--- src/tdfe_pkg.sv ---
// ---------------------------------------------------------------------------
// tdfe_pkg
// Shared types and constants for the table-driven state machine engine.
// ---------------------------------------------------------------------------
`default_nettype none

package tdfe_pkg;

  localparam int unsigned DEPTH = 64;
  localparam int unsigned ID_W  = 8;
  localparam int unsigned CNT_W = $clog2(DEPTH + 1);

  typedef logic [ID_W-1:0]  id_t;
  typedef logic [CNT_W-1:0] cnt_t;

  typedef enum logic [1:0] {
    MODE_ADD   = 2'd0,
    MODE_INIT  = 2'd1,
    MODE_EVENT = 2'd2
  } mode_t;

  typedef enum logic [1:0] {
    ST_OK            = 2'd0,
    ST_UNKNOWN_STATE = 2'd1,
    ST_NO_TRANSITION = 2'd2,
    ST_TABLE_FULL    = 2'd3
  } status_t;

  typedef struct packed {
    id_t src;
    id_t evt;
    id_t dst;
    id_t act;
  } entry_t;

  typedef struct packed {
    logic seen;
    logic hit;
  } match_t;

  typedef struct packed {
    logic seen;
    logic hit;
    id_t  dst;
    id_t  act;
  } pick_t;

endpackage

`default_nettype wire

--- src/tdfe_cell.sv ---
// ---------------------------------------------------------------------------
// tdfe_cell
// One table entry. Entries shift one cell up on every append; the cell
// compares its entry against the broadcast key and registers the flags.
// ---------------------------------------------------------------------------
`default_nettype none

module tdfe_cell (
  input  wire logic             clk,
  input  wire logic             shift_en,
  input  wire tdfe_pkg::entry_t entry_in,
  output tdfe_pkg::entry_t      entry_out,
  input  wire logic             cap_en,
  input  wire logic             valid,
  input  wire tdfe_pkg::id_t    key,
  input  wire tdfe_pkg::id_t    evt,
  output tdfe_pkg::match_t      match
);

  tdfe_pkg::entry_t entry;
  logic             src_eq;

  assign src_eq    = valid && (entry.src == key);
  assign entry_out = entry;

  always_ff @(posedge clk) begin
    if (shift_en) begin
      entry <= entry_in;
    end
    if (cap_en) begin
      match.seen <= src_eq;
      match.hit  <= src_eq && (entry.evt == evt);
    end
  end

endmodule

`default_nettype wire

--- src/tdfe_pick.sv ---
// ---------------------------------------------------------------------------
// tdfe_pick
// Picks the oldest hitting cell (highest index) and returns its entry.
// ---------------------------------------------------------------------------
`default_nettype none

module tdfe_pick (
  input  wire tdfe_pkg::match_t match [tdfe_pkg::DEPTH],
  input  wire tdfe_pkg::entry_t entry [tdfe_pkg::DEPTH],
  output tdfe_pkg::pick_t       result
);

  localparam int unsigned N = tdfe_pkg::DEPTH;

  logic [N-1:0] rev;
  logic [N-1:0] onehot;
  logic         seen_any;

  // oldest entry sits at the top of the chain, so reverse and take lowest bit
  always_comb begin
    seen_any = 1'b0;
    for (int j = 0; j < N; j++) begin
      rev[j]   = match[N-1-j].hit;
      seen_any = seen_any | match[j].seen;
    end
    onehot = rev & (~rev + {{(N-1){1'b0}}, 1'b1});
  end

  always_comb begin
    result.seen = seen_any;
    result.hit  = |rev;
    result.dst  = '0;
    result.act  = '0;
    for (int j = 0; j < N; j++) begin
      if (onehot[j]) begin
        result.dst = result.dst | entry[N-1-j].dst;
        result.act = result.act | entry[N-1-j].act;
      end
    end
  end

endmodule

`default_nettype wire

--- src/table_driven_fsm_engine_top.sv ---
// ---------------------------------------------------------------------------
// table_driven_fsm_engine_top
// Path: input transfer, cell compare stage registers the flags, then the pick
//   stage and decode feed the result registers; one item in flight. A new item
//   waits until the last has left the pick stage and the output slot is free.
// Reset (rst, synchronous): entry count and present state cleared to zero,
//   no result pending. Cell contents are not cleared; cells at or above the
//   entry count are masked off.
// ---------------------------------------------------------------------------
`default_nettype none

module table_driven_fsm_engine_top (
  input  wire logic          clk,
  input  wire logic          rst,
  // request channel
  input  wire logic          req_valid,
  output logic               req_stall,
  input  wire logic [1:0]    mode,
  input  wire tdfe_pkg::id_t src_state,
  input  wire tdfe_pkg::id_t evt_code,
  input  wire tdfe_pkg::id_t next_state,
  input  wire tdfe_pkg::id_t act_code,
  // response channel
  output logic               rsp_valid,
  input  wire logic          rsp_stall,
  output logic [1:0]         status,
  output tdfe_pkg::id_t      current_state,
  output tdfe_pkg::id_t      action_out,
  output logic               action_valid
);

  localparam int unsigned N = tdfe_pkg::DEPTH;

  // -------------------------------------------------------------------------
  // Control and architectural state
  // -------------------------------------------------------------------------
  logic            pend;          // item compared, result due next edge
  tdfe_pkg::cnt_t  entry_count;
  tdfe_pkg::id_t   present_state;
  tdfe_pkg::id_t   present_state_next;
  tdfe_pkg::mode_t mode_q;        // mode of the item in flight
  tdfe_pkg::id_t   key_q;         // init target
  logic            full_q;        // table was full when the add arrived

  tdfe_pkg::mode_t mode_in;
  logic            accept;
  logic            full;
  logic            do_shift;
  logic            rsp_free;
  tdfe_pkg::id_t   key;

  assign mode_in  = tdfe_pkg::mode_t'(mode);
  assign rsp_free = !rsp_valid || !rsp_stall;
  // accept only when nothing is in flight and the output slot frees up
  assign req_stall = pend || !rsp_free;
  assign accept    = req_valid && !req_stall;
  assign full      = (entry_count == tdfe_pkg::cnt_t'(N));
  assign do_shift  = accept && (mode_in == tdfe_pkg::MODE_ADD) && !full;
  // events match on the present state, init on the requested state
  assign key = (mode_in == tdfe_pkg::MODE_EVENT) ? present_state : src_state;

  // -------------------------------------------------------------------------
  // Cell chain: new entries enter cell 0 and push older ones up
  // -------------------------------------------------------------------------
  tdfe_pkg::entry_t new_entry;
  tdfe_pkg::entry_t chain [N];
  tdfe_pkg::match_t match [N];
  tdfe_pkg::pick_t  pick;

  assign new_entry = '{src: src_state, evt: evt_code, dst: next_state, act: act_code};

  for (genvar i = 0; i < N; i++) begin : g_cell
    logic             cell_valid;
    tdfe_pkg::entry_t cell_in;

    assign cell_valid = (tdfe_pkg::cnt_t'(i) < entry_count);

    if (i == 0) begin : g_head
      assign cell_in = new_entry;
    end else begin : g_body
      assign cell_in = chain[i-1];
    end

    tdfe_cell u_cell (
      .clk       (clk),
      .shift_en  (do_shift),
      .entry_in  (cell_in),
      .entry_out (chain[i]),
      .cap_en    (accept),
      .valid     (cell_valid),
      .key       (key),
      .evt       (evt_code),
      .match     (match[i])
    );
  end

  tdfe_pick u_pick (
    .match  (match),
    .entry  (chain),
    .result (pick)
  );

  // -------------------------------------------------------------------------
  // Result decode for the item in flight
  // -------------------------------------------------------------------------
  tdfe_pkg::status_t status_next;
  tdfe_pkg::id_t     action_next;
  logic              action_valid_next;

  always_comb begin
    status_next        = tdfe_pkg::ST_OK;
    present_state_next = present_state;
    action_next        = '0;
    action_valid_next  = 1'b0;
    unique case (mode_q)
      tdfe_pkg::MODE_ADD: begin
        if (full_q) begin
          status_next = tdfe_pkg::ST_TABLE_FULL;
        end
      end
      tdfe_pkg::MODE_INIT: begin
        if (pick.seen) begin
          present_state_next = key_q;
        end else begin
          status_next = tdfe_pkg::ST_UNKNOWN_STATE;
        end
      end
      tdfe_pkg::MODE_EVENT: begin
        if (!pick.seen) begin
          status_next = tdfe_pkg::ST_UNKNOWN_STATE;
        end else if (!pick.hit) begin
          status_next = tdfe_pkg::ST_NO_TRANSITION;
        end else begin
          present_state_next = pick.dst;
          action_next        = pick.act;
          action_valid_next  = 1'b1;
        end
      end
      default: begin
        // unused mode: item ignored
      end
    endcase
  end

  // -------------------------------------------------------------------------
  // Registers
  // -------------------------------------------------------------------------
  always_ff @(posedge clk) begin
    if (accept) begin
      mode_q <= mode_in;
      key_q  <= src_state;
      full_q <= full;
    end
    if (pend) begin
      status        <= status_next;
      current_state <= present_state_next;
      action_out    <= action_next;
      action_valid  <= action_valid_next;
    end
  end

  always_ff @(posedge clk) begin
    if (rst) begin
      pend          <= 1'b0;
      rsp_valid     <= 1'b0;
      entry_count   <= '0;
      present_state <= '0;
    end else begin
      pend <= accept;
      if (do_shift) begin
        entry_count <= entry_count + tdfe_pkg::cnt_t'(1);
      end
      if (pend) begin
        present_state <= present_state_next;
        rsp_valid     <= 1'b1;
      end else if (!rsp_stall) begin
        rsp_valid <= 1'b0;
      end
    end
  end

endmodule

`default_nettype wire
--- config.mk ---
export PLATFORM = sky130hd
export DESIGN_NAME = table_driven_fsm_engine_top
export DESIGN_NICKNAME = d
export VERILOG_FILES = /design/src/tdfe_pkg.sv /design/src/tdfe_cell.sv /design/src/tdfe_pick.sv /design/src/table_driven_fsm_engine_top.sv
export SDC_FILE = /design/constraint.sdc
export NUM_CORES = 2
export LEC_CHECK = 0
export ABC_AREA = 0
export BUFFER_PORTS_ARGS = -buffer_cell sky130_fd_sc_hd__buf_2
export CAP_MARGIN = 5
export CORE_AREA = 2 2 546 548
export CTS_CLUSTER_DIAMETER = 60
export DETAILED_ROUTE_END_ITERATION = 16
export DIE_AREA = 0 0 548 550
export PLACE_DENSITY_LB_ADDON = 0.08
export SYNTH_ARGS = -nofsm -noshare
export SYNTH_HDL_FRONTEND = slang
export SYNTH_SLANG_ARGS = --single-unit
--- constraint.sdc ---
create_clock -name clk -period 595.5 [get_ports clk]
set_input_delay 29.775 -clock clk [delete_from_list [all_inputs] [get_ports clk]]
set_output_delay 29.775 -clock clk [all_outputs]
set_load 0.05 [all_outputs]
==> impl_results.md <==
- Status: finished, final reports clean
- Final net count: ~5.6k
- Register area: between 0.06 and 0.07 mm^2
- Cells after Synth: 5327
- # setup viols final: 0
- CTS H-tree depth: 5
- Clock Tree Root: clkbuf_16
- Comb power frac: 0.042
- Worst EP required: roughly 570000 ps
- Footprint of the multi-input gates: between 0.02 and 0.025 mm^2
- Max_slew headroom: 0.154
- Setup TNS: 0 ps
- Worst reg2reg startpoint: entry_count[1]
- Num Clock Sinks: ~2.2k
- LEAKAGE: around 33 nW
- Net Count, Synth: 5371
- Top cell by count, worst path: buf_2
- F_max: 0.0166 GHz
- Reg2Reg Capture Point: g_cell[52].u_cell.entry_out[17]
- Hold path depth: 0
- Register area share after synthesis: 0.754
- Final hold violations: 0
- Fin crit period: 60150 ps
- Antenna violations before repair: 21
- Critical path buffer and inverter count: 3
- Worst path arrival time: 30370 ps
- Via count: around 50k
- Setup CP Type: in2out
- Syn Area/Cell: between 15 and 20 um^2
- Hold buffer count at CTS: 0
- Period utilisation layout: 0.101
- CTS-repair resized insts: 0
- Crit-path leading delay family: buffers and inverters
- GR Util All Layers: 0.178
- Pwr Total: 353 uW
- CORE AREA: 0.296 mm^2
- FILL cells: 28.2k
- Post-synthesis register bit count: 2223
- Post-Syn Area: 0.0883 mm^2
- Skew-Pair Late Insertion Delay: ~900 ps
- Slew Limit Fails: 0
- Most used DFF post-synth: edfxtp_1
- Number of synthesized flops with an enable pin: 2206
- Worst vdd ir: 0.00205 mV
- CTS tree: done
- Clk pwr share: 0.451
- Largest net degree at the start of global routing: 185
- DR vias/cell: 5.03
- Min-delay src: g_cell[44].u_cell.entry_out[1]
- Placed cell areas: 0.0944 mm^2
- Clock Path Buffers: 4
- Drt first pass iters: 6
- Finished Cell Area: 0.103 mm^2
- P&R area growth vs syn: 16.3%
- FF-to-FF setup slack: 588380 ps
- Fin cells: between 9k and 10k
- HP Class: reg2reg
- # rows: 200
- Hpwl dp: around 180000 um
- Grt ovf: 0
- Ys async rst share: 0
- Reg2Reg Depth: 12
- Die Span Y: ~550 um
- Port bufs: 58
- Sw Share: 0.230
- Cts bufs inserted: between 200 and 300
- Final Routed Wirelength: 275000 um
- Crit-path slowest cell: a21oi_1
- Antenna-violating nets left: 0
- Crit. End Element: primary output
- Ports: 59
- Initial DRC Count: a little under 5k
- Power per cell area: 3.44 mW/mm^2
- NetSw: 81.1 uW
- Final GP Congestion: 0.876
- CP Cell Sequence: buf_2 > a21oi_1 > inv_1 > buf_2
- CP peak stage delay: 220 ps
- Synth unique cells: 79
- RSZ-0062 raised after global routing: false
- Die area: 0.301 mm^2
- Max capacitance violation total: 0
- DP Cell Count: 9257
- WL/cell: 28.3 um
- Worst setup SP type: input port
- Pint: roughly 270 uW
- Initial core utilization: 0.299
- Clk pin slew, worst setup/hold paths: around 60 ps
- Post-CTS setup buffers: 0
- Sequential power share: 0.507
- YS warnings: 0
- Die W: roughly 550 um
- Hold EP: g_cell[45].u_cell.entry_out[1]
- Clk_skew: 65.1 ps
- Actual transition at the worst max-transition pin: 1260 ps
- Vias in the first global route: 49.8k
- Critical Path Fanout Max: 3
- Residual DRC: 0
- Share of cells above drive strength 1: 0.119
- Global-route wire length before repair: 387000 um
==> worst reg2reg max path, cell delays in order (launching register included) <==
cell,delay (ps)
dfxtp_1,770
inv_1,200
ha_1,240
nand2_1,120
nor4_4,100
nor4_2,330
buf_4,690
buf_12,490
buf_4,730
buf_4,850
buf_4,710
buf_4,720
buf_4,750
==> power by group through the flow <==
stage	logic (mW)	registers [mW]	clock network (mW)
finish	0.0147	0.179	0.159
global placement	0.0150	0.182	0
detailed placement	0.0151	0.182	0
CTS	0.0151	0.179	0.164
floorplan	0.00959	0.212	0
global route	0.0160	0.179	0.169
==> cells in the mapped netlist, types with 13 or more instances <==
| library cell | instances | area share |
|---|---|---|
| a221oi_1 | 68 | 0.0067 |
| a32o_1 | 17 | 0.0019 |
| a22oi_1 | 162 | 0.014 |
| nor3_1 | 77 | 0.0044 |
| and4_1 | 18 | 0.0018 |
| nand3_1 | 110 | 0.0062 |
| nor4_2 | 13 | 0.0018 |
| nor2b_1 | 16 | 0.0011 |
| a211oi_1 | 14 | 0.0012 |
| nor3b_1 | 14 | 0.0012 |
| and3_1 | 112 | 0.0079 |
| a32oi_1 | 18 | 0.0018 |
| buf_2 | 56 | 0.0032 |
| edfxtp_1 | 2206 | 0.75 |
| and2_1 | 18 | 0.0013 |
| a21oi_1 | 108 | 0.0061 |
| nand3b_1 | 20 | 0.0017 |
| nor2_1 | 90 | 0.0038 |
| a221o_1 | 16 | 0.0018 |
| a22o_1 | 57 | 0.0057 |
| or3_1 | 19 | 0.0013 |
| o22ai_1 | 14 | 0.00099 |
| xnor2_1 | 243 | 0.024 |
| dfxtp_1 | 17 | 0.0039 |
| nand4_1 | 117 | 0.0083 |
| a222oi_1 | 52 | 0.0059 |
| a2111oi_0 | 20 | 0.0020 |
| inv_1 | 30 | 0.0013 |
| clkbuf_1 | 146 | 0.0062 |
| o21ai_0 | 60 | 0.0034 |
| nor4_1 | 242 | 0.017 |
| xor2_1 | 778 | 0.077 |
| nand2_1 | 171 | 0.0073 |
| buf_1 | 49 | 0.0021 |
| or4_1 | 18 | 0.0015 |
| nand2b_1 | 17 | 0.0012 |
==> per-layer routing <==
metal | global-route usage | vias up | wire length [um]
met3 | 0.0236 | 371 | 13200
li1 | - | 21500 | -
met1 | 0.246 | 25700 | 122000
met5 | 0 | - | 0
met4 | 0.0503 | 0 | 7620
met2 | 0.295 | 1436 | 133000
==> layout by cell type, fill, tap and decap left out, types with 105 or more instances in the layout <==
cell	instances
edfxtp_1	2206
xor2_1	778
clkbuf_16	277
xnor2_1	243
nor4_1	221
buf_4	187
nand2_1	171
a22oi_1	162
nand4_1	117
and3_1	112
nand3_1	110
a21oi_1	105
==> area by class of cell <==
class,count,share of cell area
Antenna cell,6,0.000146
Clock buffer,344,0.0700
Clock inverter,135,0.0112
Inverter,31,0.00118
Multi-Input combinational cell,2820,0.204
Sequential cell,2223,0.648
Tap cell,3939,0.0480
Timing Repair Buffer,244,0.0175
==> flip-flops by register name, indices dropped and copies added (netlist names) <==
name,cells
g_cell.u_cell.entry_out,2048
status,2
pend,1
full_q,1
rsp_valid,1
action_out,8
present_state,8
entry_count,7
mode_q,2
action_valid,1
current_state,8
g_cell.u_cell.match,128
key_q,8
==> cell families (layout without fill, tap and decap cells) <==
kind of cell | count (synthesis) | count (layout) | synth area share
compound gates | 661 | 661 | 0.0565
xor+xnor | 1021 | 1021 | 0.101
fa+ha+maj | 6 | 6 | 0.000850
buf+inv | 284 | 754 | 0.0130
flops | 2223 | 2223 | 0.754
mux | 11 | 11 | 0.00127
other cells | 0 | 6 | 0
simple gates | 1121 | 1121 | 0.0734
==> through the flow <==
step                      utilization  hold WS, ps  setup slack (ps)
final                           0.348          415            535350
after global routing            0.348          418            535320
after CTS                       0.348          419            535340
after detailed placement        0.319          427            535350
after global placement          0.319          422            535240
after floorplan                     -          417            339760
==> worst max-delay path by stage <==
stage,depth (start not counted),end,startpoint
after floorplan,4,entry_count[4],mode[0]
after detailed placement,4,req_stall,rsp_stall
after global routing,4,req_stall,rsp_stall
after CTS,4,req_stall,rsp_stall
after global placement,4,req_stall,rsp_stall
final,4,req_stall,rsp_stall
Power figures use the tool's default switching activity.
